**src/rtl/txmsq_pkg.sv**
```systemverilog
// Shared types and constants for the transmit message slot queue.
// No dependencies; imported by the controller, datapath, top level and bench.
`timescale 1ns / 1ps

package txmsq_pkg;

    // action field codes
    localparam logic ACT_ENQUEUE = 1'b0;
    localparam logic ACT_POLL    = 1'b1;

    // slot state codes
    typedef logic [1:0] t_slot_state;
    localparam t_slot_state SLOT_FREE    = 2'd0;
    localparam t_slot_state SLOT_OPEN    = 2'd1;
    localparam t_slot_state SLOT_PENDING = 2'd2;

    localparam logic [7:0] PRIORITY_BITS = 8'hB0;
    localparam logic [3:0] NIBBLE_MASK   = 4'hF;

    // one stored message
    typedef struct packed {
        logic [7:0]      opcode;
        logic [2:0]      len;
        logic [6:0][7:0] bytes;
    } t_msg;

    // controller to datapath
    typedef struct packed {
        logic enq_go;     // enqueue transfer taken
        logic poll_go;    // poll with idle transmitter taken
        logic busy_go;    // poll with busy transmitter taken
        logic frame_go;   // read data ready, load frame result
    } t_cmd;

    // datapath to controller
    typedef struct packed {
        logic out_valid;
    } t_stat;

endpackage

```
**src/rtl/txmsq_ctrl.sv**
```systemverilog
// Controller for the transmit message slot queue: input handshake and sequencing.
// Depends on txmsq_pkg.
`timescale 1ns / 1ps

module txmsq_ctrl
    import txmsq_pkg::*;
(
    input  logic  i_clk,
    input  logic  i_rst_n,
    input  logic  i_in_valid,
    output logic  o_in_stall,
    input  logic  i_out_stall,
    input  logic  i_action,
    input  logic  i_tx_busy,
    input  t_stat i_stat,
    output t_cmd  o_cmd
);

    localparam logic ST_IDLE = 1'b0;
    localparam logic ST_READ = 1'b1;

    logic r_state;
    logic n_state;
    logic accept;

    // hold input during the memory read or while a result cannot be delivered this cycle
    assign o_in_stall = (r_state != ST_IDLE) || (i_stat.out_valid && i_out_stall);
    assign accept     = i_in_valid && !o_in_stall;

    always_comb begin
        o_cmd.enq_go   = accept && (i_action == ACT_ENQUEUE);
        o_cmd.poll_go  = accept && (i_action == ACT_POLL) && !i_tx_busy;
        o_cmd.busy_go  = accept && (i_action == ACT_POLL) && i_tx_busy;
        o_cmd.frame_go = (r_state == ST_READ);
    end

    always_comb begin
        n_state = r_state;
        case (r_state)
            ST_IDLE: begin
                if (o_cmd.poll_go) begin
                    n_state = ST_READ;
                end
            end
            ST_READ: begin
                n_state = ST_IDLE;
            end
            default: begin
                n_state = ST_IDLE;
            end
        endcase
    end

    always_ff @(posedge i_clk) begin
        if (!i_rst_n) begin
            r_state <= ST_IDLE;
        end else begin
            r_state <= n_state;
        end
    end

endmodule

```
**src/rtl/txmsq_dp.sv**
```systemverilog
// Datapath for the transmit message slot queue: slot states, message memory,
// slot search, configuration register and output register. Depends on txmsq_pkg.
`timescale 1ns / 1ps

module txmsq_dp
    import txmsq_pkg::*;
#(
    parameter int SLOT_COUNT = 8
) (
    input  logic       i_clk,
    input  logic       i_rst_n,
    input  t_cmd       i_cmd,
    output t_stat      o_stat,
    input  t_msg       i_msg,
    input  logic       i_cfg_we,
    input  logic [3:0] i_cfg_data,
    input  logic       i_out_stall,
    output logic       o_out_valid,
    output logic       o_accepted,
    output logic       o_launched,
    output logic [7:0] o_id_high,
    output logic [3:0] o_length_code,
    output t_msg       o_frame
);

    localparam int IDX_W = (SLOT_COUNT > 1) ? $clog2(SLOT_COUNT) : 1;

    t_slot_state r_slot [SLOT_COUNT];
    t_msg        r_mem  [SLOT_COUNT];
    t_msg        r_rd_data;
    logic        r_found;
    logic [3:0]  r_nibble;

    logic [SLOT_COUNT-1:0] free_vec;
    logic [SLOT_COUNT-1:0] open_vec;
    logic [SLOT_COUNT-1:0] free_hot;
    logic [SLOT_COUNT-1:0] open_hot;
    logic [IDX_W-1:0]      free_idx;
    logic [IDX_W-1:0]      open_idx;

    // lowest set bit, then encode the one-hot vector
    always_comb begin
        for (int i = 0; i < SLOT_COUNT; i++) begin
            free_vec[i] = (r_slot[i] == SLOT_FREE);
            open_vec[i] = (r_slot[i] == SLOT_OPEN);
        end
        free_hot = free_vec & (~free_vec + 1'b1);
        open_hot = open_vec & (~open_vec + 1'b1);
        free_idx = '0;
        open_idx = '0;
        for (int i = 0; i < SLOT_COUNT; i++) begin
            if (free_hot[i]) free_idx = free_idx | IDX_W'(i);
            if (open_hot[i]) open_idx = open_idx | IDX_W'(i);
        end
    end

    always_ff @(posedge i_clk) begin
        if (!i_rst_n) begin
            for (int i = 0; i < SLOT_COUNT; i++) begin
                r_slot[i] <= SLOT_FREE;
            end
        end else if (i_cmd.enq_go) begin
            if (free_hot != '0) begin
                r_slot[free_idx] <= SLOT_OPEN;
            end
        end else if (i_cmd.poll_go) begin
            // drop pending slots, promote the lowest open one
            for (int i = 0; i < SLOT_COUNT; i++) begin
                if (open_hot[i]) begin
                    r_slot[i] <= SLOT_PENDING;
                end else if (r_slot[i] == SLOT_PENDING) begin
                    r_slot[i] <= SLOT_FREE;
                end
            end
        end
    end

    always_ff @(posedge i_clk) begin
        if (i_cmd.enq_go && (free_hot != '0)) begin
            r_mem[free_idx] <= i_msg;
        end
    end

    always_ff @(posedge i_clk) begin
        if (i_cmd.poll_go) begin
            r_rd_data <= r_mem[open_idx];
            r_found   <= (open_hot != '0);
        end
    end

    always_ff @(posedge i_clk) begin
        if (!i_rst_n) begin
            r_nibble <= '0;
        end else if (i_cfg_we) begin
            r_nibble <= i_cfg_data & NIBBLE_MASK;
        end
    end

    always_ff @(posedge i_clk) begin
        if (!i_rst_n) begin
            o_out_valid <= 1'b0;
        end else if (i_cmd.enq_go || i_cmd.busy_go || i_cmd.frame_go) begin
            o_out_valid <= 1'b1;
        end else if (!i_out_stall) begin
            o_out_valid <= 1'b0;
        end
    end

    always_ff @(posedge i_clk) begin
        if (i_cmd.enq_go || i_cmd.busy_go || i_cmd.frame_go) begin
            o_accepted <= i_cmd.enq_go && (free_hot != '0);
            if (i_cmd.frame_go && r_found) begin
                o_launched    <= 1'b1;
                o_id_high     <= PRIORITY_BITS | {4'b0000, r_nibble};
                o_length_code <= {1'b0, r_rd_data.len} + 4'd1;
                o_frame       <= r_rd_data;
            end else begin
                o_launched    <= 1'b0;
                o_id_high     <= '0;
                o_length_code <= '0;
                o_frame       <= '0;
            end
        end
    end

    assign o_stat.out_valid = o_out_valid;

endmodule

```
**src/rtl/tx_message_slot_queue_core.sv**
```systemverilog
// Transmit message slot queue, top level: controller, datapath and ports.
// Depends on txmsq_pkg, txmsq_ctrl and txmsq_dp.
//
// Usage: each input transfer is an enqueue (action 0) or a transmitter poll
// (action 1). Every input transfer yields exactly one result transfer.
// Enqueue stores the message in the lowest free slot and reports whether one was free.
// A poll with tx_busy low frees pending slots, then launches the lowest open
// slot as a frame; a poll with tx_busy high changes nothing.
// Timing: the result of an enqueue or a busy poll is registered and valid the
// cycle after the transfer. An idle poll first reads the message memory into a
// register, then the result register is loaded from the read data; the input
// stalls during the read.
// Throughput: one item per cycle for enqueues and busy polls while no result is
// stalled; an idle poll holds off the next item until its read is done.
// Stall: while a result waits with out_stall high, the input is stalled.
// Reset: synchronous, active low; all slots free, nibble register 0, no
// result pending. No clearing pass. The config port is always ready.
`timescale 1ns / 1ps

module tx_message_slot_queue_core
    import txmsq_pkg::*;
#(
    parameter int SLOT_COUNT = 8
) (
    input  logic       i_clk,
    input  logic       i_rst_n,
    input  logic       i_cfg_valid,
    output logic       o_cfg_ready,
    input  logic [3:0] i_cfg_data,
    input  logic       i_in_valid,
    output logic       o_in_stall,
    input  logic       i_action,
    input  logic       i_tx_busy,
    input  logic [7:0] i_opcode,
    input  logic [2:0] i_data_len,
    input  logic [7:0] i_data0,
    input  logic [7:0] i_data1,
    input  logic [7:0] i_data2,
    input  logic [7:0] i_data3,
    input  logic [7:0] i_data4,
    input  logic [7:0] i_data5,
    input  logic [7:0] i_data6,
    output logic       o_out_valid,
    input  logic       i_out_stall,
    output logic       o_accepted,
    output logic       o_launched,
    output logic [7:0] o_id_high,
    output logic [3:0] o_length_code,
    output logic [7:0] o_frame_opcode,
    output logic [7:0] o_out_data0,
    output logic [7:0] o_out_data1,
    output logic [7:0] o_out_data2,
    output logic [7:0] o_out_data3,
    output logic [7:0] o_out_data4,
    output logic [7:0] o_out_data5,
    output logic [7:0] o_out_data6
);

    t_cmd  cmd;
    t_stat stat;
    t_msg  in_msg;
    t_msg  out_msg;

    assign o_cfg_ready = 1'b1;

    always_comb begin
        in_msg.opcode   = i_opcode;
        in_msg.len      = i_data_len;
        in_msg.bytes[0] = i_data0;
        in_msg.bytes[1] = i_data1;
        in_msg.bytes[2] = i_data2;
        in_msg.bytes[3] = i_data3;
        in_msg.bytes[4] = i_data4;
        in_msg.bytes[5] = i_data5;
        in_msg.bytes[6] = i_data6;
    end

    txmsq_ctrl u_ctrl (
        .i_clk       (i_clk),
        .i_rst_n     (i_rst_n),
        .i_in_valid  (i_in_valid),
        .o_in_stall  (o_in_stall),
        .i_out_stall (i_out_stall),
        .i_action    (i_action),
        .i_tx_busy   (i_tx_busy),
        .i_stat      (stat),
        .o_cmd       (cmd)
    );

    txmsq_dp #(
        .SLOT_COUNT (SLOT_COUNT)
    ) u_dp (
        .i_clk         (i_clk),
        .i_rst_n       (i_rst_n),
        .i_cmd         (cmd),
        .o_stat        (stat),
        .i_msg         (in_msg),
        .i_cfg_we      (i_cfg_valid && o_cfg_ready),
        .i_cfg_data    (i_cfg_data),
        .i_out_stall   (i_out_stall),
        .o_out_valid   (o_out_valid),
        .o_accepted    (o_accepted),
        .o_launched    (o_launched),
        .o_id_high     (o_id_high),
        .o_length_code (o_length_code),
        .o_frame       (out_msg)
    );

    // the stored length field travels as length_code instead
    assign o_frame_opcode = out_msg.opcode;
    assign o_out_data0    = out_msg.bytes[0];
    assign o_out_data1    = out_msg.bytes[1];
    assign o_out_data2    = out_msg.bytes[2];
    assign o_out_data3    = out_msg.bytes[3];
    assign o_out_data4    = out_msg.bytes[4];
    assign o_out_data5    = out_msg.bytes[5];
    assign o_out_data6    = out_msg.bytes[6];

endmodule

```
**config.mk**
```make
export PLATFORM = sky130hd
export DESIGN_NAME = tx_message_slot_queue_core
export DESIGN_NICKNAME = d
export VERILOG_FILES = /design/src/rtl/txmsq_pkg.sv /design/src/rtl/txmsq_ctrl.sv /design/src/rtl/txmsq_dp.sv /design/src/rtl/tx_message_slot_queue_core.sv
export SDC_FILE = /design/constraint.sdc
export NUM_CORES = 1
export LEC_CHECK = 0
export ABC_CLOCK_PERIOD_IN_PS = 7740
export BUFFER_PORTS_ARGS = -buffer_cell sky130_fd_sc_hd__buf_2
export CORE_UTILIZATION = 36
export CTS_BUF_LIST = sky130_fd_sc_hd__clkbuf_8
export CTS_CLUSTER_SIZE = 16
export DETAILED_ROUTE_END_ITERATION = 10
export GPL_TIMING_DRIVEN = 1
export MAX_ROUTING_LAYER = met4
export SLEW_MARGIN = 20
export SYNTH_ARGS = -nofsm -noshare
export SYNTH_HDL_FRONTEND = slang
export SYNTH_HIERARCHICAL = 1
export SYNTH_SLANG_ARGS = --single-unit
```
**constraint.sdc**
```tcl
create_clock -name i_clk -period 7.74 [get_ports i_clk]
set_clock_uncertainty 0.2 [all_clocks]
set_input_delay 1.935 -clock i_clk [delete_from_list [all_inputs] [get_ports i_clk]]
set_output_delay 1.935 -clock i_clk [all_outputs]
set_load 0.01 [all_outputs]
```
==> results of run 1 <==
stage by stage:
step	util (%)	cell area [um^2]	cells
floorplan	-	26180	1570
global placement	38.67	27740	2564
detailed placement	38.73	27780	2566
CTS	41.46	29740	2760
global route	41.59	29830	2766
finish	41.59	29840	2767
worst register-to-register path, cell delays in order (launching register included):
cell and delay [ns]:
dfxtp_4 0.58, a21oi_2 0.31, inv_2 0.07, nor3b_2 0.57, o21ai_0 0.39, nor2_4 0.85
buf_4 0.74
layout by cell type (no fill, tap or decap), types with 3 or more instances in the layout:
master and instances:
a22oi_1 132, o221ai_1 4, o21ai_0 187, dfxtp_1 21, and3_1 72, nor2_4 4, o221a_2 3, clkbuf_8 112
a21boi_0 6, buf_2 156, edfxtp_1 678, clkinv_2 16, clkinvlp_4 3, o21ai_1 24, inv_1 41, and2b_4 3
o22ai_1 3, mux2i_1 4, diode_2 4, nand3_1 6, buf_16 4, nor2_1 16, a21oi_2 10, nand2b_1 5
buf_4 16, a21oi_1 127, o21a_1 5, clkinv_1 21, nor2b_1 9, a222oi_1 66, nand2_1 7
how the worst min path moves through the flow:
stage / endpoint / start / cells after the start
floorplan: u_dp/r_slot[0][1] / u_dp/r_slot[0][0] / 2
global placement: u_dp/r_slot[7][1] / u_dp/r_slot[7][1] / 2
detailed placement: u_dp/r_nibble[0] / u_dp/r_nibble[0] / 2
CTS: u_dp/r_nibble[0] / u_dp/r_nibble[0] / 2
global route: u_dp/r_nibble[1] / u_dp/r_nibble[1] / 2
finish: u_dp/r_nibble[0] / u_dp/r_nibble[0] / 2
power by group through the flow:
stage	combinational (uW)	clock (uW)	sequential, uW
detailed placement	254	0	4340
CTS	255	2900	4260
global placement	247	0	4340
floorplan	109	0	4340
global route	277	3050	4260
finish	253	2810	4260
flip-flops by register name, indices dropped and copies added (netlist names):
signal,count
u_ctrl/r_state,1
u_dp/r_mem,536
u_dp/r_found,1
u_dp/o_length_code,4
u_dp/r_rd_data,67
u_dp/o_id_high,5
u_dp/r_nibble,4
u_dp/r_slot,16
u_dp/o_frame,64
u_dp/o_accepted,1
u_dp/o_out_valid,1
metal layers:
metal	vias up	global-route usage [%]	share of wire, %
met4	0	6.135	2.0
met3	118	3.255	6.4
met1	7612	22.60	43
li1	6743	-	-
met2	570	28.09	49
met5	-	-	0
layout make-up:
class	count	area, um^2	share of cell area (%)
Multi-Input combinational cell	734	4811	16.12
Antenna cell	4	10.01	0.03355
Tap cell	950	1189	3.984
Clock inverter	82	419.2	1.405
Clock buffer	112	1541	5.166
Inverter	8	40.04	0.1342
Sequential cell	700	20800	69.73
Timing Repair Buffer	177	1022	3.426
==> results.md, run 1 <==
* CP top delay family: simple AND/OR/NAND/NOR gates
* Layout Area Growth over Synthesis at 13.98%
* Startpoint types: input pin
* Clock buffer depth at 3
* CP Cell Sequence: buf_2 -> a21oi_2 -> inv_2 -> nor3b_2 -> o21ai_0 -> nor2_4 -> buf_4
* TritonCTS clock tree: yes
* Starting Density at 36.49%
* Worst reg2reg path endpoint: u_dp/r_mem[1][13]
* CP max stage delay at 0.85 ns
* Mapped Cells at 1,570
* Final net count at 1,810
* Die height at approximately 270 um
* Max rail drop VDD at 0.0001129 V
* Post-CTS Setup Bufs at 0
* H-tree levels at 3
* Final Cycle Share at 61.66%
* Congestion Overflow GR at 0
* Port bufs at about 160
* Synth Cell Area at 0.02618 mm^2
* Worst Setup SP: i_out_stall
* DP HPWL at 33,420 um
* Combinational Power Share at ~3.5%
* RSZ-0062 raised after global routing: no
* Fin crit period at 4.773 ns
* Syn Nets at 1,649
* PostCTS Resize Cnt at 0
* Worst-margin pin slew at 1.079 ns
* Initial antenna violation count at 11
* Slew Limit Fails at 0
* Die area at 0.07379 mm^2
* IO Pins at ~160
* Internal at 5718 uW
* Critical-path maximum fanout at 43
* Setup violations, final at 0
* Warnings, synthesis at 6
* Post-synthesis area per instance at 16.67 um^2
* Clock transition at path regs at about 0.060 ns
* Vias in the first global route at ~16,000
* Share of cells above drive strength 1 at slightly below 20%
* Critical path arrival at between 4 and 5 ns
* DR pass1 iterations at 6
* Worst Hold Class: flip-flop to flip-flop
* R2r startpoint: u_ctrl/r_state
* CTS buffer count at 110
* Fin Setup TNS at 0 ns
* Total of max-cap violations at 0
* Skew-Pair Late Insertion Delay at 0.72 ns
* Total track usage at 17.63%
* FMAX at 209.5 MHz
* Worst hold slack at 0.3104 ns
* NetSw at 1608 uW
* DIE WIDTH at 271.7 um
* Vias after detailed routing at about 15,000
* Clk pwr share at 38.4%
* CP max stage cell: nor2_4
* Post-Place Setup Slack at around 2.3 ns
* Slew margin rel. at 28.05%
* Antenna Nets Post-Route at 0
* Drt wl/cell at between 20 and 25 um
* Worst path depth at 7
* CP required at 7.86 ns
* Hold-fix buffers, CTS at 0
* Maximum number of pins on one net before global-route repair at 81
* Design Power at 7326 uW
* Status: finished clean
* Worst Setup EP: u_dp/r_mem[1][13]
* R2R depth at 6
* Clock Tree Root: clkbuf_8
* Post-route setup slack at 2.967 ns
* Endpoints failing hold at 0
* Leak at 0.009872 uW
* Switching portion of total power at 21.95%
* Core area at 0.07173 mm^2
* Gpl congestion at 0.7654
* Drc violations at 0
* Final WL at ~64,000 um
* First-pass GRT wire length at 95,750 um
* Worst reg2reg setup slack at 3.63 ns
* FP Rows at 98
* Clock sinks at 700
* Vias per cell at 5.437
* Seq pwr share at 58.1%
* Setup CP Type: input pin to flip-flop
* Drt initial violations at 1,527
* Total of fill cells in the finished design at 6,407
* Worst Setup End Kind: flip-flop
* PwrDens at 245.5 mW/mm^2
* CP bufs+invs at 3
No activity file was read; power rests on OpenSTA's default activity.
==> run 2, diff against run 1 <==
Settings changed: ABC_AREA from default to 1, ABC_CLOCK_PERIOD_IN_PS 7740 to 5000.
Clock period 7.74 ns to 5 ns, I/O delays scaled along.
==> results.md, run 2 <==
* Port bufs at 156
* Hold-fix buffers, CTS at 0
* CP max stage delay at between 0.8 and 0.9 ns
* Critical-path maximum fanout at 80
* R2r startpoint: u_dp/r_slot[0][1]
* DR pass1 iterations at 8
* Max rail drop VDD at 0.0001999 V
* Clock Tree Root: clkbuf_8
* Biggest regs: u_dp/r_mem: 536 flops, u_dp/r_rd_data: 67 flops, u_dp/o_frame: 64 flops
* Internal at 8903 uW
* Drt initial violations at 1,556
* Worst Setup End Kind: flip-flop
* Largest reg by FF count: u_dp/r_mem
* Crit path top cell by count: nand2_1
* Post-Place Setup Slack at 1.317 ns
* Gpl congestion at 0.7944
* Share of cells above drive strength 1 at 11.56%
* CP Cell Sequence: inv_2 -> nand2_2 -> nand2_4 -> nor2_8 -> nand3_4 -> nand3_4 -> buf_4 -> buf_4 -> nand2_1 -> nand3_1 -> nand2_1 -> nand2_1 -> nand2_1
* FP Rows at 106
* Layout Area Growth over Synthesis at 12.84%
* Gr busiest metal: met2
* Initial antenna violation count at 21
* Slew Limit Fails at 0
* Die area at about 0.086 mm^2
* First-pass GRT wire length at approximately 110,000 um
* Final Cycle Share at 74.10%
* DP HPWL at 38,520 um
* Vias in the first global route at 19,370
* Endpoints failing hold at 0
* Final net count at slightly above 3,000
* Clock sinks at 700
* H-tree levels at 3
* Setup CP Type: flip-flop to flip-flop
* Worst Hold Class: flip-flop to flip-flop
* Leak at 0.01492 uW
* Slew margin rel. at 24.29%
* Core area at 0.08356 mm^2
* Status: complete, but fails checks
* CP bufs+invs at 3
* R2R depth at 13
* Fin crit period at ~3.7 ns
* Vias after detailed routing at roughly 20,000
* Grt met3 use at 3.430%
* Post-route setup slack at roughly 1.3 ns
* Startpoint types: flip-flop
* DIE WIDTH at ~290 um
* Failing checks: DRC
* Starting Density at 36.34%
* RSZ-0062 raised after global routing: no
* Worst hold slack at 0.2565 ns
* Synth Cell Area at between 0.03 and 0.04 mm^2
* Grt met1 use at between 20% and 30%
* Combinational Power Share at 4.5%
* Total of max-cap violations at 0
* Cells on Worst Hold Path at 2
* Worst reg2reg path endpoint: u_dp/r_rd_data[44]
* Worst-margin pin slew at 1.136 ns
* Clock buffer depth at 3
* TritonCTS clock tree: yes
* Congestion Overflow GR at 0
* PwrDens at about 340 mW/mm^2
* Mapped Cells at 2,878
* IO Pins at 159
* Critical path arrival at 3.98 ns
* Worst Setup SP: u_dp/r_slot[0][1]
* CP required at 5.27 ns
* CP max stage cell: buf_4
* Syn Nets at between 2,000 and 3,000
* Setup violations, final at 0
* Skew-Pair Late Insertion Delay at 0.73 ns
* Maximum number of pins on one net before global-route repair at around 140
* Post-CTS Setup Bufs at 0
* Vias per cell at 4.815
* Hold Path Sink: u_dp/r_nibble[1]
* Post-synthesis area per instance at 10.55 um^2
* Drt wl/cell at 17.71 um
* Drc violations at 2
* Clock transition at path regs at 0.06 ns
* Final WL at 74,350 um
* CTS buffer count at 113
* Switching portion of total power at 22.88%
* GRT met2 Usage at 28.03%
* Die height at 292.4 um
* Warnings, synthesis at 6
* PostCTS Resize Cnt at 0
* Worst reg2reg setup slack at 1.29 ns
* Seq pwr share at 57.1%
* NetSw at 2641 uW
* Most frequent cells in the layout: inv_1 (678), edfxtp_1 (678), nand2_1 (641)
* Clk pwr share at 38.4%
* Antenna Nets Post-Route at 0
* Total track usage at between 15 and 20%
* Number of flip-flops under the largest register name at 536
* FMAX at 269.9 MHz
* CP top delay family: simple AND/OR/NAND/NOR gates
* Worst hold start: u_dp/r_nibble[1]
[run 2: changes by cell type in the layout (fill, tap and decap cells not counted), sizes merged, moves of 16 or more]
| cell | change |
|---|---|
| inv | +637 |
| a22oi | -132 |
| nand3 | +279 |
| a21oi | -130 |
| nand4 | +272 |
| a222oi | -66 |
| clkinv | +16 |
| nand2 | +641 |
| buf | +16 |
| nor2 | +77 |
| and3 | -73 |
| o21ai | -200 |
[run 2: layer usage]
layer  vias up  share of wire, %
met3       130               6.2
met5         -                 0
met2       563                47
li1       9780                 -
met1      9745                44
met4         0               2.0
[run 2: stage by stage]
| step | util (%) | setup TNS, ns | power (uW) | std cells | instance area (um^2) |
|---|---|---|---|---|---|
| 2_1_floorplan | - | -35.56 | 7000 | 2878 | 30380 |
| 3_3_place_gp | 38.54 | 0 | 7230 | 3974 | 32200 |
| 3_5_place_dp | 38.54 | 0 | 7238 | 3974 | 32200 |
| 4_1_cts | 40.96 | 0 | 11700 | 4185 | 34220 |
| 5_1_grt | 41.00 | 0 | 12020 | 4199 | 34260 |
| 6_report | 41.00 | 0 | 11540 | 4199 | 34260 |
[run 2: final cells by class]
cell class	count	area (um^2)
inverters	648	2450
flip-flops and latches	700	20800
repair buffers	193	1209
diodes	14	35.03
clock inverters	96	435.4
multi-input cells	1353	6395
fillers	7929	49300
well taps	1080	1351
clock buffers	115	1583
[run 2: worst min-delay path, delay by kind of cell, from the launching register on]
kind	cells	cell delay [ns]
buffers and inverters	1	0.06
AOI/OAI and AO/OA	1	0.06
DFF	1	0.30
[run 2: how the worst max path moves through the flow]
stage                    endpoint  slack, ns  cells past startpoint
4_1_cts        u_dp/r_rd_data[44]       1.32                     13
3_5_place_dp     u_dp/r_mem[7][6]       1.32                     10
2_1_floorplan    u_dp/r_mem[0][0]      -0.20                      5
3_3_place_gp     u_dp/r_mem[7][7]       1.36                     10
6_report       u_dp/r_rd_data[44]       1.29                     13
5_1_grt        u_dp/r_rd_data[37]       0.97                     13
[run 2: power groups by stage]
stage                     clock network (uW)  logic (uW)  registers, uW
after floorplan                            0         262           6740
after global placement                     0         520           6710
after detailed placement                   0         527           6710
after CTS                               4590         529           6590
after global routing                    4840         582           6590
final                                   4440         519           6590
